<file path="src/bcfp_pkg.sv">
// bcfp_pkg: shared constants, types and tables for the bracketed command frame parser
// no dependencies; compiled first
`timescale 1ns / 1ps

package bcfp_pkg;

    // default configuration
    localparam int MAX_PAYLOAD_DEF = 49;
    localparam int FRAC_BITS_DEF   = 16;

    // fixed field widths
    localparam int GAIN_W       = 32;
    localparam int EV_W         = 4;
    localparam int FRAC_W       = 24;  // holds up to seven decimal fraction digits
    localparam int DIG_W        = 3;
    localparam logic [DIG_W-1:0] FRAC_DIG_MAX = 3'd7;

    // event codes
    localparam logic [EV_W-1:0] EV_NONE     = 4'd0;
    localparam logic [EV_W-1:0] EV_START    = 4'd1;
    localparam logic [EV_W-1:0] EV_GAINS    = 4'd2;
    localparam logic [EV_W-1:0] EV_MISSING  = 4'd3;
    localparam logic [EV_W-1:0] EV_LED_ON   = 4'd4;
    localparam logic [EV_W-1:0] EV_LED_OFF  = 4'd5;
    localparam logic [EV_W-1:0] EV_LED_BAD  = 4'd6;
    localparam logic [EV_W-1:0] EV_UNKNOWN  = 4'd7;
    localparam logic [EV_W-1:0] EV_OVERFLOW = 4'd8;

    // powers of ten by fraction digit count
    localparam logic [FRAC_W-1:0] DEC_SCALE [8] = '{
        24'd1, 24'd10, 24'd100, 24'd1000,
        24'd10000, 24'd100000, 24'd1000000, 24'd10000000
    };

    // bits needed to hold a fraction of that many digits (ceil log2 of the power)
    localparam int DEC_SHIFT [8] = '{0, 4, 7, 10, 14, 17, 20, 24};

    // number scanner phases
    typedef enum logic [2:0] {
        NP_LEAD,
        NP_SIGN,
        NP_INT,
        NP_FRAC,
        NP_DONE
    } num_phase_t;

    // per-byte actions for the commit stage
    typedef struct packed {
        logic            close;    // a numeric token ends with this byte
        logic [1:0]      slot;     // gain slot of that token
        logic            commit;   // copy pending gains to committed
        logic            clear;    // frame state is cleared after this byte
        logic            led_wr;
        logic            led_val;
        logic [EV_W-1:0] ev;
    } bcfp_ctrl_t;

endpackage

</file>
<file path="src/bcfp_if.sv">
// bcfp_in_if / bcfp_out_if: valid/ready channels of the command frame parser
// no dependencies
`timescale 1ns / 1ps

interface bcfp_in_if;
    logic       valid;
    logic       ready;
    logic [7:0] rx_byte;

    modport source (output valid, output rx_byte, input ready);
    modport sink (input valid, input rx_byte, output ready);
endinterface

interface bcfp_out_if;
    logic               valid;
    logic               ready;
    logic [3:0]         event_res;
    logic signed [31:0] gain_p;
    logic signed [31:0] gain_i;
    logic signed [31:0] gain_d;
    logic               led_on;

    modport source (
        output valid, output event_res, output gain_p, output gain_i,
        output gain_d, output led_on, input ready
    );
    modport sink (
        input valid, input event_res, input gain_p, input gain_i,
        input gain_d, input led_on, output ready
    );
endinterface

</file>
<file path="src/bcfp_parser.sv">
// bcfp_parser: per-byte frame, token, keyword and decimal scanner state
// depends on bcfp_pkg
`timescale 1ns / 1ps

module bcfp_parser #(
    parameter int MAX_PAYLOAD = bcfp_pkg::MAX_PAYLOAD_DEF,
    parameter int FRAC_BITS   = bcfp_pkg::FRAC_BITS_DEF
) (
    input  logic                                     clk,
    input  logic                                     rst_n,
    input  logic                                     take,
    input  logic [7:0]                               rx_byte,
    output bcfp_pkg::bcfp_ctrl_t                     ctrl,
    output logic                                     num_neg,
    output logic                                     num_big,
    output logic [bcfp_pkg::GAIN_W-FRAC_BITS-1:0]    num_int,
    output logic [bcfp_pkg::FRAC_W-1:0]              num_frac,
    output logic [bcfp_pkg::DIG_W-1:0]               num_ndig
);
    import bcfp_pkg::*;

    localparam int IW = GAIN_W - FRAC_BITS;
    localparam int CW = $clog2(MAX_PAYLOAD + 1);

    // characters
    localparam logic [7:0] CH_OPEN  = 8'h5B;  // [
    localparam logic [7:0] CH_CLOSE = 8'h5D;  // ]
    localparam logic [7:0] CH_COMMA = 8'h2C;
    localparam logic [7:0] CH_NUL   = 8'h00;
    localparam logic [7:0] CH_SPACE = 8'h20;
    localparam logic [7:0] CH_TAB   = 8'h09;
    localparam logic [7:0] CH_CR    = 8'h0D;
    localparam logic [7:0] CH_PLUS  = 8'h2B;
    localparam logic [7:0] CH_MINUS = 8'h2D;
    localparam logic [7:0] CH_DOT   = 8'h2E;
    localparam logic [7:0] CH_ZERO  = 8'h30;
    localparam logic [7:0] CH_NINE  = 8'h39;
    localparam logic [7:0] CH_P     = 8'h50;
    localparam logic [7:0] CH_I     = 8'h49;
    localparam logic [7:0] CH_D     = 8'h44;
    localparam logic [7:0] CH_L     = 8'h4C;
    localparam logic [7:0] CH_E     = 8'h45;
    localparam logic [7:0] CH_O     = 8'h4F;
    localparam logic [7:0] CH_N     = 8'h4E;
    localparam logic [7:0] CH_F     = 8'h46;

    // keyword matcher codes
    localparam logic [2:0] KW_IDLE = 3'd0;
    localparam logic [2:0] KW_P    = 3'd1;
    localparam logic [2:0] KW_PI   = 3'd2;
    localparam logic [2:0] KW_PID  = 3'd3;
    localparam logic [2:0] KW_L    = 3'd4;
    localparam logic [2:0] KW_LE   = 3'd5;
    localparam logic [2:0] KW_LED  = 3'd6;
    localparam logic [2:0] KW_FAIL = 3'd7;

    // argument matcher codes
    localparam logic [2:0] AM_IDLE = 3'd0;
    localparam logic [2:0] AM_O    = 3'd1;
    localparam logic [2:0] AM_ON   = 3'd2;
    localparam logic [2:0] AM_OF   = 3'd3;
    localparam logic [2:0] AM_OFF  = 3'd4;
    localparam logic [2:0] AM_FAIL = 3'd7;

    localparam logic [2:0] TOK_KEY  = 3'd1;
    localparam logic [2:0] TOK_ARG  = 3'd2;
    localparam logic [2:0] TOK_LAST = 3'd4;
    localparam logic [2:0] TOK_SAT  = 3'd5;

    function automatic logic [2:0] kw_step(input logic [2:0] s, input logic [7:0] c);
        logic [2:0] n;
        n = KW_FAIL;
        if (s == KW_IDLE && c == CH_P) n = KW_P;
        else if (s == KW_P && c == CH_I) n = KW_PI;
        else if (s == KW_PI && c == CH_D) n = KW_PID;
        else if (s == KW_IDLE && c == CH_L) n = KW_L;
        else if (s == KW_L && c == CH_E) n = KW_LE;
        else if (s == KW_LE && c == CH_D) n = KW_LED;
        return n;
    endfunction

    function automatic logic [2:0] arg_step(input logic [2:0] s, input logic [7:0] c);
        logic [2:0] n;
        n = AM_FAIL;
        if (s == AM_IDLE && c == CH_O) n = AM_O;
        else if (s == AM_O && c == CH_N) n = AM_ON;
        else if (s == AM_O && c == CH_F) n = AM_OF;
        else if (s == AM_OF && c == CH_F) n = AM_OFF;
        return n;
    endfunction

    logic             in_frame_reg, in_frame_next;
    logic [CW-1:0]    count_reg, count_next;
    logic [2:0]       tok_reg, tok_next;
    logic [2:0]       kw_reg, kw_next;
    logic [2:0]       arg_reg, arg_next;
    logic             in_token_reg, in_token_next;
    logic             text_end_reg, text_end_next;
    num_phase_t       phase_reg, phase_next;
    logic [DIG_W-1:0] ndig_reg, ndig_next;
    logic             neg_reg, neg_next;
    logic             big_reg, big_next;
    logic [IW-1:0]    int_reg, int_next;
    logic [FRAC_W-1:0] frac_reg, frac_next;

    logic room;
    logic close_hit;

    assign room      = (count_reg < CW'(MAX_PAYLOAD));
    assign close_hit = in_token_reg && (tok_reg >= TOK_ARG) && (tok_reg <= TOK_LAST);

    // next-state logic
    always_comb
    begin
        logic [2:0]        tok_eff;
        num_phase_t        phase_eff;
        logic [DIG_W-1:0]  ndig_eff;
        logic              neg_eff;
        logic              big_eff;
        logic [IW-1:0]     int_eff;
        logic [FRAC_W-1:0] frac_eff;
        logic              is_digit;
        logic              is_space;
        logic              mant;
        logic [3:0]        dval;
        logic [IW+3:0]     int_wide;
        logic [FRAC_W+3:0] frac_wide;

        in_frame_next = in_frame_reg;
        count_next    = count_reg;
        tok_next      = tok_reg;
        kw_next       = kw_reg;
        arg_next      = arg_reg;
        in_token_next = in_token_reg;
        text_end_next = text_end_reg;
        phase_next    = phase_reg;
        ndig_next     = ndig_reg;
        neg_next      = neg_reg;
        big_next      = big_reg;
        int_next      = int_reg;
        frac_next     = frac_reg;

        is_digit  = (rx_byte >= CH_ZERO) && (rx_byte <= CH_NINE);
        is_space  = (rx_byte == CH_SPACE) || ((rx_byte >= CH_TAB) && (rx_byte <= CH_CR));
        dval      = rx_byte[3:0];
        tok_eff   = tok_reg;
        phase_eff = phase_reg;
        ndig_eff  = ndig_reg;
        neg_eff   = neg_reg;
        big_eff   = big_reg;
        int_eff   = int_reg;
        frac_eff  = frac_reg;
        mant      = 1'b0;
        int_wide  = '0;
        frac_wide = '0;

        if (take)
        begin
            if (!in_frame_reg || rx_byte == CH_CLOSE || !room)
            begin
                // frame opens, closes or overflows: clear the frame state
                if (!in_frame_reg)
                begin
                    in_frame_next = (rx_byte == CH_OPEN);
                end
                else
                begin
                    in_frame_next = 1'b0;
                end
                if (in_frame_reg || rx_byte == CH_OPEN)
                begin
                    count_next    = '0;
                    tok_next      = '0;
                    kw_next       = KW_IDLE;
                    arg_next      = AM_IDLE;
                    in_token_next = 1'b0;
                    text_end_next = 1'b0;
                    phase_next    = NP_LEAD;
                    ndig_next     = '0;
                    neg_next      = 1'b0;
                    big_next      = 1'b0;
                    int_next      = '0;
                    frac_next     = '0;
                end
            end
            else
            begin
                count_next = count_reg + CW'(1);
                if (!text_end_reg)
                begin
                    if (rx_byte == CH_NUL)
                    begin
                        in_token_next = 1'b0;
                        text_end_next = 1'b1;
                    end
                    else if (rx_byte == CH_COMMA)
                    begin
                        in_token_next = 1'b0;
                    end
                    else
                    begin
                        // first byte of a token restarts the number scanner
                        if (!in_token_reg)
                        begin
                            in_token_next = 1'b1;
                            if (tok_reg < TOK_SAT)
                            begin
                                tok_eff = tok_reg + 3'd1;
                            end
                            phase_eff = NP_LEAD;
                            ndig_eff  = '0;
                            neg_eff   = 1'b0;
                            big_eff   = 1'b0;
                            int_eff   = '0;
                            frac_eff  = '0;
                        end
                        tok_next   = tok_eff;
                        phase_next = phase_eff;
                        ndig_next  = ndig_eff;
                        neg_next   = neg_eff;
                        big_next   = big_eff;
                        int_next   = int_eff;
                        frac_next  = frac_eff;

                        if (tok_eff == TOK_KEY)
                        begin
                            kw_next = kw_step(kw_reg, rx_byte);
                        end
                        else if (tok_eff >= TOK_ARG && tok_eff <= TOK_LAST)
                        begin
                            if (tok_eff == TOK_ARG)
                            begin
                                arg_next = arg_step(arg_reg, rx_byte);
                            end

                            // decimal scanner
                            mant = (phase_eff == NP_SIGN) || (phase_eff == NP_INT);
                            if (phase_eff == NP_LEAD && !is_space)
                            begin
                                if (rx_byte == CH_PLUS || rx_byte == CH_MINUS)
                                begin
                                    neg_next   = (rx_byte == CH_MINUS);
                                    phase_next = NP_SIGN;
                                end
                                else
                                begin
                                    mant = 1'b1;
                                end
                            end

                            if (mant)
                            begin
                                if (is_digit)
                                begin
                                    int_wide   = (IW+4)'(int_eff) * (IW+4)'(10)
                                               + (IW+4)'(dval);
                                    big_next   = big_eff || (int_wide[IW+3:IW] != 4'd0);
                                    int_next   = int_wide[IW-1:0];
                                    phase_next = NP_INT;
                                end
                                else if (rx_byte == CH_DOT)
                                begin
                                    phase_next = NP_FRAC;
                                end
                                else
                                begin
                                    phase_next = NP_DONE;
                                end
                            end
                            else if (phase_eff == NP_FRAC)
                            begin
                                if (is_digit)
                                begin
                                    if (ndig_eff < FRAC_DIG_MAX)
                                    begin
                                        frac_wide = (FRAC_W+4)'(frac_eff) * (FRAC_W+4)'(10)
                                                  + (FRAC_W+4)'(dval);
                                        frac_next = frac_wide[FRAC_W-1:0];
                                        ndig_next = ndig_eff + DIG_W'(1);
                                    end
                                end
                                else
                                begin
                                    phase_next = NP_DONE;
                                end
                            end
                        end
                    end
                end
            end
        end
    end

    // per-byte actions and event
    always_comb
    begin
        ctrl         = '0;
        ctrl.slot    = 2'(tok_reg - TOK_ARG);
        ctrl.ev      = EV_NONE;
        if (!in_frame_reg)
        begin
            if (rx_byte == CH_OPEN)
            begin
                ctrl.clear = 1'b1;
                ctrl.ev    = EV_START;
            end
        end
        else if (rx_byte == CH_CLOSE)
        begin
            ctrl.close = close_hit;
            ctrl.clear = 1'b1;
            if (tok_reg >= TOK_KEY && kw_reg == KW_PID)
            begin
                if (tok_reg >= TOK_LAST)
                begin
                    ctrl.commit = 1'b1;
                    ctrl.ev     = EV_GAINS;
                end
                else
                begin
                    ctrl.ev = EV_MISSING;
                end
            end
            else if (tok_reg >= TOK_KEY && kw_reg == KW_LED)
            begin
                if (tok_reg >= TOK_ARG && arg_reg == AM_ON)
                begin
                    ctrl.led_wr  = 1'b1;
                    ctrl.led_val = 1'b1;
                    ctrl.ev      = EV_LED_ON;
                end
                else if (tok_reg >= TOK_ARG && arg_reg == AM_OFF)
                begin
                    ctrl.led_wr  = 1'b1;
                    ctrl.led_val = 1'b0;
                    ctrl.ev      = EV_LED_OFF;
                end
                else
                begin
                    ctrl.ev = EV_LED_BAD;
                end
            end
            else
            begin
                ctrl.ev = EV_UNKNOWN;
            end
        end
        else if (room)
        begin
            if (!text_end_reg && (rx_byte == CH_NUL || rx_byte == CH_COMMA))
            begin
                ctrl.close = close_hit;
            end
        end
        else
        begin
            ctrl.clear = 1'b1;
            ctrl.ev    = EV_OVERFLOW;
        end
    end

    // state registers
    always_ff @(posedge clk or negedge rst_n)
    begin
        if (!rst_n)
        begin
            in_frame_reg <= 1'b0;
            count_reg    <= '0;
            tok_reg      <= '0;
            kw_reg       <= KW_IDLE;
            arg_reg      <= AM_IDLE;
            in_token_reg <= 1'b0;
            text_end_reg <= 1'b0;
            phase_reg    <= NP_LEAD;
            ndig_reg     <= '0;
            neg_reg      <= 1'b0;
            big_reg      <= 1'b0;
            int_reg      <= '0;
            frac_reg     <= '0;
        end
        else
        begin
            in_frame_reg <= in_frame_next;
            count_reg    <= count_next;
            tok_reg      <= tok_next;
            kw_reg       <= kw_next;
            arg_reg      <= arg_next;
            in_token_reg <= in_token_next;
            text_end_reg <= text_end_next;
            phase_reg    <= phase_next;
            ndig_reg     <= ndig_next;
            neg_reg      <= neg_next;
            big_reg      <= big_next;
            int_reg      <= int_next;
            frac_reg     <= frac_next;
        end
    end

    assign num_neg  = neg_reg;
    assign num_big  = big_reg;
    assign num_int  = int_reg;
    assign num_frac = frac_reg;
    assign num_ndig = ndig_reg;

endmodule

</file>
<file path="src/bcfp_conv.sv">
// bcfp_conv: two-stage decimal to signed fixed-point conversion
// fraction = floor(frac * 2^FRAC_BITS / 10^ndig) by reciprocal multiply and one correction
// depends on bcfp_pkg
`timescale 1ns / 1ps

module bcfp_conv #(
    parameter int FRAC_BITS = bcfp_pkg::FRAC_BITS_DEF
) (
    input  logic                                  clk,
    input  logic                                  en1,
    input  logic                                  en2,
    input  logic                                  num_neg,
    input  logic                                  num_big,
    input  logic [bcfp_pkg::GAIN_W-FRAC_BITS-1:0] num_int,
    input  logic [bcfp_pkg::FRAC_W-1:0]           num_frac,
    input  logic [bcfp_pkg::DIG_W-1:0]            num_ndig,
    output logic [bcfp_pkg::GAIN_W-1:0]           value
);
    import bcfp_pkg::*;

    localparam int IW = GAIN_W - FRAC_BITS;
    localparam int RW = FRAC_BITS + 1;
    localparam int PW = RW + FRAC_W;
    localparam int QW = FRAC_BITS + FRAC_W;

    // truncated reciprocals 2^(FRAC_BITS+shift) / 10^n
    localparam logic [RW-1:0] RECIP [8] = '{
        RW'((64'd1 << (FRAC_BITS + DEC_SHIFT[0])) / 64'(DEC_SCALE[0])),
        RW'((64'd1 << (FRAC_BITS + DEC_SHIFT[1])) / 64'(DEC_SCALE[1])),
        RW'((64'd1 << (FRAC_BITS + DEC_SHIFT[2])) / 64'(DEC_SCALE[2])),
        RW'((64'd1 << (FRAC_BITS + DEC_SHIFT[3])) / 64'(DEC_SCALE[3])),
        RW'((64'd1 << (FRAC_BITS + DEC_SHIFT[4])) / 64'(DEC_SCALE[4])),
        RW'((64'd1 << (FRAC_BITS + DEC_SHIFT[5])) / 64'(DEC_SCALE[5])),
        RW'((64'd1 << (FRAC_BITS + DEC_SHIFT[6])) / 64'(DEC_SCALE[6])),
        RW'((64'd1 << (FRAC_BITS + DEC_SHIFT[7])) / 64'(DEC_SCALE[7]))
    };

    localparam logic [GAIN_W:0] MAG_SAT     = (GAIN_W+1)'(1) << GAIN_W;
    localparam logic [GAIN_W:0] MAG_NEG_LIM = (GAIN_W+1)'(1) << (GAIN_W - 1);
    localparam logic [GAIN_W:0] MAG_POS_LIM = MAG_NEG_LIM - (GAIN_W+1)'(1);

    logic              s1_neg_reg, s1_big_reg;
    logic [IW-1:0]     s1_int_reg;
    logic [FRAC_W-1:0] s1_frac_reg;
    logic [DIG_W-1:0]  s1_ndig_reg;
    logic [PW-1:0]     s1_prod_reg, s1_prod_next;

    logic                 s2_neg_reg, s2_big_reg;
    logic [IW-1:0]        s2_int_reg;
    logic [FRAC_W-1:0]    s2_frac_reg;
    logic [DIG_W-1:0]     s2_ndig_reg;
    logic [FRAC_BITS-1:0] s2_qest_reg, s2_qest_next;
    logic [QW-1:0]        s2_prod_reg, s2_prod_next;

    // stage 1: fraction times reciprocal
    assign s1_prod_next = PW'(num_frac) * PW'(RECIP[num_ndig]);

    always_ff @(posedge clk)
    begin
        if (en1)
        begin
            s1_neg_reg  <= num_neg;
            s1_big_reg  <= num_big;
            s1_int_reg  <= num_int;
            s1_frac_reg <= num_frac;
            s1_ndig_reg <= num_ndig;
            s1_prod_reg <= s1_prod_next;
        end
    end

    // stage 2: quotient estimate and its back product
    assign s2_qest_next = FRAC_BITS'(s1_prod_reg >> DEC_SHIFT[s1_ndig_reg]);
    assign s2_prod_next = QW'(s2_qest_next) * QW'(DEC_SCALE[s1_ndig_reg]);

    always_ff @(posedge clk)
    begin
        if (en2)
        begin
            s2_neg_reg  <= s1_neg_reg;
            s2_big_reg  <= s1_big_reg;
            s2_int_reg  <= s1_int_reg;
            s2_frac_reg <= s1_frac_reg;
            s2_ndig_reg <= s1_ndig_reg;
            s2_qest_reg <= s2_qest_next;
            s2_prod_reg <= s2_prod_next;
        end
    end

    // estimate is low by at most one; then assemble and saturate
    always_comb
    begin
        logic [QW:0]          numer;
        logic [QW:0]          bound;
        logic [FRAC_BITS-1:0] q;
        logic [GAIN_W:0]      mag;
        logic [GAIN_W:0]      mag_c;

        numer = (QW+1)'({s2_frac_reg, {FRAC_BITS{1'b0}}});
        bound = (QW+1)'(s2_prod_reg) + (QW+1)'(DEC_SCALE[s2_ndig_reg]);
        q     = s2_qest_reg + FRAC_BITS'(numer >= bound);

        if (s2_big_reg)
        begin
            mag = MAG_SAT;
        end
        else
        begin
            mag = {1'b0, s2_int_reg, q};
        end

        if (s2_neg_reg)
        begin
            mag_c = (mag > MAG_NEG_LIM) ? MAG_NEG_LIM : mag;
            value = GAIN_W'(0) - mag_c[GAIN_W-1:0];
        end
        else
        begin
            mag_c = (mag > MAG_POS_LIM) ? MAG_POS_LIM : mag;
            value = mag_c[GAIN_W-1:0];
        end
    end

endmodule

</file>
<file path="src/bracketed_command_frame_parser.sv">
// Bracketed command frame parser: top level with handshake pipeline and commit stage
// Usage
//   rx (sink): one received ASCII byte per transfer. A frame opens on '[' and
//   closes on ']'; commas split the payload into tokens, empty ones skipped.
//   "PID,a,b,c" loads three signed fixed-point gains, "LED,ON"/"LED,OFF" set the LED.
//   report (source): exactly one result per accepted byte, in order: an event code
//   and the committed gains and LED state as they stand after that byte.
// Throughput and stages
//   one byte per cycle while report.ready stays high; taking a byte loads the parser
//   state and reciprocal product, stage 2 then registers the quotient estimate and
//   its back product, and the output register loads the assembled and committed result.
// Reset
//   rst_n clears the frame state, pending and committed gains and the LED;
//   no result is pending after reset.
// Stall
//   each stage holds while the one after it is full; the input keeps taking
//   bytes until all three stages hold results, so a stalled receiver backs up
//   to rx.ready after three bytes.
// Depends on bcfp_pkg, bcfp_if, bcfp_parser, bcfp_conv
`timescale 1ns / 1ps

module bracketed_command_frame_parser #(
    parameter int MAX_PAYLOAD = bcfp_pkg::MAX_PAYLOAD_DEF,
    parameter int FRAC_BITS   = bcfp_pkg::FRAC_BITS_DEF
) (
    input  logic              clk,
    input  logic              rst_n,
    bcfp_in_if.sink           rx,
    bcfp_out_if.source        report
);
    import bcfp_pkg::*;

    localparam int IW = GAIN_W - FRAC_BITS;

    // pipeline occupancy
    logic s1_valid_reg, s1_valid_next;
    logic s2_valid_reg, s2_valid_next;
    logic out_valid_reg, out_valid_next;
    logic out_free, s2_free, s1_free;
    logic load_s1, load_s2, load_out;

    bcfp_ctrl_t        ctrl;
    bcfp_ctrl_t        s1_ctrl_reg, s2_ctrl_reg;
    logic              num_neg, num_big;
    logic [IW-1:0]     num_int;
    logic [FRAC_W-1:0] num_frac;
    logic [DIG_W-1:0]  num_ndig;
    logic [GAIN_W-1:0] value;

    // commit stage state
    logic [EV_W-1:0]   ev_reg;
    logic [GAIN_W-1:0] pend_reg [3];
    logic [GAIN_W-1:0] pend_next [3];
    logic [GAIN_W-1:0] gain_reg [3];
    logic [GAIN_W-1:0] gain_next [3];
    logic              led_reg, led_next;

    // handshake and stage advance
    assign out_free = !out_valid_reg || report.ready;
    assign s2_free  = !s2_valid_reg || out_free;
    assign s1_free  = !s1_valid_reg || s2_free;
    assign rx.ready = s1_free;
    assign load_s1  = rx.valid && s1_free;
    assign load_s2  = s1_valid_reg && s2_free;
    assign load_out = s2_valid_reg && out_free;

    assign s1_valid_next  = load_s1 || (s1_valid_reg && !s2_free);
    assign s2_valid_next  = load_s2 || (s2_valid_reg && !out_free);
    assign out_valid_next = load_out || (out_valid_reg && !report.ready);

    bcfp_parser #(
        .MAX_PAYLOAD (MAX_PAYLOAD),
        .FRAC_BITS   (FRAC_BITS)
    ) u_parser (
        .clk      (clk),
        .rst_n    (rst_n),
        .take     (load_s1),
        .rx_byte  (rx.rx_byte),
        .ctrl     (ctrl),
        .num_neg  (num_neg),
        .num_big  (num_big),
        .num_int  (num_int),
        .num_frac (num_frac),
        .num_ndig (num_ndig)
    );

    bcfp_conv #(
        .FRAC_BITS (FRAC_BITS)
    ) u_conv (
        .clk      (clk),
        .en1      (load_s1),
        .en2      (load_s2),
        .num_neg  (num_neg),
        .num_big  (num_big),
        .num_int  (num_int),
        .num_frac (num_frac),
        .num_ndig (num_ndig),
        .value    (value)
    );

    // control fields follow the number through the conversion stages
    always_ff @(posedge clk)
    begin
        if (load_s1)
        begin
            s1_ctrl_reg <= ctrl;
        end
        if (load_s2)
        begin
            s2_ctrl_reg <= s1_ctrl_reg;
        end
    end

    // pending write, commit and frame clear, in byte order
    always_comb
    begin
        logic [GAIN_W-1:0] pend_w [3];

        led_next = led_reg;
        for (int i = 0; i < 3; i++)
        begin
            pend_w[i] = pend_reg[i];
            if (s2_ctrl_reg.close && s2_ctrl_reg.slot == 2'(i))
            begin
                pend_w[i] = value;
            end
            gain_next[i] = s2_ctrl_reg.commit ? pend_w[i] : gain_reg[i];
            pend_next[i] = s2_ctrl_reg.clear ? '0 : pend_w[i];
        end
        if (s2_ctrl_reg.led_wr)
        begin
            led_next = s2_ctrl_reg.led_val;
        end
    end

    always_ff @(posedge clk or negedge rst_n)
    begin
        if (!rst_n)
        begin
            s1_valid_reg  <= 1'b0;
            s2_valid_reg  <= 1'b0;
            out_valid_reg <= 1'b0;
            ev_reg        <= EV_NONE;
            led_reg       <= 1'b0;
            for (int i = 0; i < 3; i++)
            begin
                pend_reg[i] <= '0;
                gain_reg[i] <= '0;
            end
        end
        else
        begin
            s1_valid_reg  <= s1_valid_next;
            s2_valid_reg  <= s2_valid_next;
            out_valid_reg <= out_valid_next;
            if (load_out)
            begin
                ev_reg  <= s2_ctrl_reg.ev;
                led_reg <= led_next;
                for (int i = 0; i < 3; i++)
                begin
                    pend_reg[i] <= pend_next[i];
                    gain_reg[i] <= gain_next[i];
                end
            end
        end
    end

    // result channel
    assign report.valid     = out_valid_reg;
    assign report.event_res = ev_reg;
    assign report.gain_p    = $signed(gain_reg[0]);
    assign report.gain_i    = $signed(gain_reg[1]);
    assign report.gain_d    = $signed(gain_reg[2]);
    assign report.led_on    = led_reg;

endmodule
</file>
<file path="src/flat_wrapper.sv">
// flat-port wrapper written by rule: the top's interface ports become plain ports
module bracketed_command_frame_parser_flat import bcfp_pkg::*;
#(
    parameter int MAX_PAYLOAD = bcfp_pkg::MAX_PAYLOAD_DEF,
    parameter int FRAC_BITS   = bcfp_pkg::FRAC_BITS_DEF
)
  (clk, rst_n, rx_valid, rx_rx_byte, rx_ready, report_valid, report_event_res, report_gain_p, report_gain_i, report_gain_d, report_led_on, report_ready);
  bcfp_in_if rx_i ();
  bcfp_out_if report_i ();
  input  logic clk;
  input  logic rst_n;
  input wire logic [$bits(rx_i.valid)-1:0] rx_valid;
  input wire logic [$bits(rx_i.rx_byte)-1:0] rx_rx_byte;
  output wire logic [$bits(rx_i.ready)-1:0] rx_ready;
  output wire logic [$bits(report_i.valid)-1:0] report_valid;
  output wire logic [$bits(report_i.event_res)-1:0] report_event_res;
  output wire logic [$bits(report_i.gain_p)-1:0] report_gain_p;
  output wire logic [$bits(report_i.gain_i)-1:0] report_gain_i;
  output wire logic [$bits(report_i.gain_d)-1:0] report_gain_d;
  output wire logic [$bits(report_i.led_on)-1:0] report_led_on;
  input wire logic [$bits(report_i.ready)-1:0] report_ready;
  assign rx_i.valid = rx_valid;
  assign rx_i.rx_byte = rx_rx_byte;
  assign rx_ready = rx_i.ready;
  assign report_valid = report_i.valid;
  assign report_event_res = report_i.event_res;
  assign report_gain_p = report_i.gain_p;
  assign report_gain_i = report_i.gain_i;
  assign report_gain_d = report_i.gain_d;
  assign report_led_on = report_i.led_on;
  assign report_i.ready = report_ready;
  bracketed_command_frame_parser #(.MAX_PAYLOAD(MAX_PAYLOAD), .FRAC_BITS(FRAC_BITS)) u_core (.clk(clk), .rst_n(rst_n), .rx(rx_i), .report(report_i));
endmodule
</file>
<file path="config.mk">
export PLATFORM = sky130hd
export DESIGN_NAME = bracketed_command_frame_parser_flat
export DESIGN_NICKNAME = d
export VERILOG_FILES = /design/src/bcfp_pkg.sv /design/src/bcfp_if.sv /design/src/bcfp_parser.sv /design/src/bcfp_conv.sv /design/src/bracketed_command_frame_parser.sv /design/src/flat_wrapper.sv
export SDC_FILE = /design/constraint.sdc
export NUM_CORES = 2
export LEC_CHECK = 0
export CORE_AREA = 2 2 326 263
export CTS_BUF_LIST = sky130_fd_sc_hd__clkbuf_8
export CTS_CLUSTER_SIZE = 12
export DETAILED_ROUTE_END_ITERATION = 8
export DIE_AREA = 0 0 328 265
export DONT_BUFFER_PORTS = 1
export PLACE_DENSITY = 0.75
export SYNTH_ARGS = -nofsm -noshare
export SYNTH_HDL_FRONTEND = slang
export SYNTH_SLANG_ARGS = --single-unit
</file>
<file path="constraint.sdc">
create_clock -name clk -period 17.15 [get_ports clk]
set_clock_uncertainty 0.2 [all_clocks]
set_input_delay 3.43 -clock clk [delete_from_list [all_inputs] [get_ports clk]]
set_output_delay 3.43 -clock clk [all_outputs]
set_load 0.1 [all_outputs]
</file>
==> implementation parameters <==
Parameter                              Value

Status
  Outcome ... finished clean

GRT
  Via count of the first global-routing pass ... 38200
  Gr ovfl total ... 0
  Number of antenna violations at the first check in global routing ... 4
  Total routing usage reported by global routing ... 0.310
  Pin count of the biggest net entering global routing ... 267
  Global-route wire length before repair ... 211000 um

CTS
  CTS buffer count ... 78
  Clk_lat worst skew ... approximately 0.7 ns
  TritonCTS Sinks ... 475
  CTS tree ... built
  Clock Path Buffers ... 3
  CTS H-tree depth ... 3
  Number of gates resized after cts ... 0
  Clk pin slew, worst setup/hold paths ... 0.06 ns
  Total setup buffers inserted after CTS ... 0
  Quantity of hold-fixing buffers added after cts ... 0
  Clock Tree Root ... clkbuf_8

Cells and area
  Layout cells sized above 1 ... 0.0451
  Design area ... about 52000 um^2
  Syn-to-layout area delta ... 5.07%
  Largest register FFs ... 96
  Net count, final ... 6257

Timing
  Slew at the pin with the worst max-slew slack ... 1.41 ns
  Slew HR ... 0.0498
  Final critical-path share of the clock period ... 0.690
  Setup Viol. Count Final ... 0
  Post-Route Setup TNS ... 0 ns
  Final critical-path required period ... 11.84 ns
  Number of hold violations in the final report ... 0
  Highest clock frequency the design can meet ... 84.5 MHz
  Slew Viols, Final ... 0
  Setup repair after global routing missed its margin ... no

Setup path
  Element type at the critical path start ... register
  Worst path slowest cell ... mux2i_1
  Largest fanout on the critical path ... 44
  Kind of capture point of the worst setup path ... register
  Crit Reg-Reg Startpoint ... u_core.u_conv.s1_ndig_reg[0]
  Worst Path Required ... 17.44 ns
  Category of the critical setup timing path ... reg2reg
  Arrival time worst endpoint ... roughly 12 ns
  Max incr delay on CP ... 0.86 ns
  Launching instance or port of the critical path ... u_core.u_conv.s1_ndig_reg[0]
  Most frequent cell on the critical path ... inv_1

Yosys
  Post-synth cell types ... 91
  Most instantiated cells after synthesis ... 731 x inv_1, 728 x nand2_1, 595 x fa_1
  Average size of a mapped cell ... 9.29 um^2
  Dominant register cell in the synthesized netlist ... dfrtp_1
  Largest cells by area after synthesis ... fa_1 24%, dfrtp_1 13%, edfxtp_1 13%, ha_1 9.6%, inv_1 5.5%
  Portion of synthesized cell area occupied by the leading cell type ... 0.239
  Synthesized netlist net count ... 6359
  Number of register bits inferred by synthesis ... 475
  Portion of the post-synthesis area used by sequential elements ... 0.259
  Gate count after technology mapping ... 5368
  Number of synthesized flops with an enable pin ... 209
  Post-synth top area cell ... fa_1
  Fraction of registers with async set/reset ... 0.560
  Synth warnings ... 0
  Top-count cell post-synth ... inv_1
  Total standard cell area after synthesis ... 49900 um^2

Placement
  Final Wtd Congestion ... 1.00
  DPL Wire Length ... between 100000 and 150000 um
  DP Area ... 50900 um^2
  Total of buffers placed on input and output ports ... 0

Pwr
  Maximum vdd ir drop ... roughly 270 uV
  Reported leakage power ... 0.0252 uW
  Power per unit of standard cell area ... 122 nW/um^2

Floorplan
  Number of top-level pins ... ~120
  Chip Height ... 265 um
  Starting density of the core ... 0.597
  Number of placement rows ... 95
  Total Die Area ... about 87000 um^2
  Core area ... 83600 um^2
  Die outline width ... 328 um

Drt
  DRT Pass-1 Iters ... 6
  Vias post-DR ... 38800
  Final routed DRC violation total ... 0
  DR top layer ... met4
  Sum of routed wire length over all layers ... 133000 um
  Remaining antenna violation count after routing ... 0
  Wl on met1 ... 57500 um
  Via density per instance ... between 6 and 7
  Average detailed-routed wire length per instance ... 20.6 um
  Number of DRC markers in iteration 0 ... 4153
  Length of routed met2 wiring ... between 50000 and 60000 um
  Length of routed met3 wiring ... 12300 um

Hold path
  Critical hold path startpoint ... u_core.s1_ctrl_reg[10]
  Worst hold-check path type ... reg2reg

Flow run
  MaxCap Viol Count ... 0
==> worst paths after layout <==
| kind | end | slack (ns) | cells past startpoint |
|---|---|---|---|
| min in group asynchronous | u_core.report.gain_i[13] | 2.25 | 0 |
| worst max register to register | u_core.u_conv.s2_prod_reg[39] | 5.31 | 36 |
| worst max-delay path | u_core.u_conv.s2_prod_reg[39] | 5.31 | 36 |
| max in group asynchronous | u_core.u_parser.num_frac[20] | 14.05 | 0 |
| worst min register to register | u_core.s2_ctrl_reg[10] | 0.20 | 0 |
| worst min-delay path | u_core.s2_ctrl_reg[10] | 0.20 | 0 |
==> routing by layer <==
layer | global-route usage | up-vias
met5 | 0 | -
met4 | 0.0842 | 0
met3 | 0.0667 | 245
met2 | 0.471 | 1707
met1 | 0.450 | 19200
li1 | - | 17700
==> worst max-delay path, delay by kind of cell, from the launching register on <==
kind                       cells  cell delay (ns)
and+or+nand+nor                4             1.43
AOI/OAI and AO/OA             14             3.17
muxes                          2             1.22
buffers and inverters          8             1.53
DFF                            1             0.50
adders and majority gates      8             3.53
==> cells in the final DEF, fill, tap and decap left out, types with 75 or more instances in the layout <==
cell type and instances:
ha_1 384, clkbuf_8 86, edfxtp_1 209, a21oi_1 242, nor2_1 365, dfrtp_1 266, mux2i_1 75, nand2_1 726
fa_1 595, xnor2_1 128, inv_1 754, nand3_1 77, o21ai_0 239, and2_1 166
==> stage by stage <==
stage	setup WS, ns	instances	util	total power [uW]	hold WS (ns)
2_1_floorplan	7.45	5368	-	4610	0.200
3_3_place_gp	5.97	6301	0.609	5290	0.201
3_5_place_dp	5.62	6301	0.609	5370	0.205
4_1_cts	5.56	6441	0.627	6410	0.201
5_1_grt	4.79	6442	0.627	6840	0.209
6_report	5.31	6445	0.627	6400	0.200
==> power breakdown <==
group	total, uW	internal [uW]	switching, uW	leakage [uW]
registers	2620	1560	1060	0.00545
logic	2770	1100	1670	0.0188
clock network	1020	525	492	0.000872
total	6400	3190	3220	0.0252
==> final cells by class <==
| class | count | area [um^2] |
|---|---|---|
| fillers | 6924 | 31100 |
| clock inverters | 54 | 367 |
| repair buffers | 53 | 398 |
| clock buffers | 86 | 1180 |
| well taps | 1115 | 1400 |
| diodes | 4 | 10.0 |
| inverters | 744 | 2800 |
| flip-flops and latches | 475 | 12900 |
| multi-input cells | 3914 | 33300 |
==> cell families (layout without fill, tap and decap cells) <==
family / count (synthesis) / in the layout / share of synthesized area
AND/OR/NAND/NOR: 1697 / 1697 / 0.157
adder cells (fa/ha/maj): 981 / 981 / 0.335
buffers and inverters: 979 / 937 / 0.0739
AO/OA/AOI/OAI: 969 / 969 / 0.125
flip-flops: 475 / 475 / 0.259
XOR/XNOR: 181 / 181 / 0.0318
multiplexers: 86 / 86 / 0.0184
other: 0 / 4 / 0
Note: power is estimated with default switching activity, not from simulation.
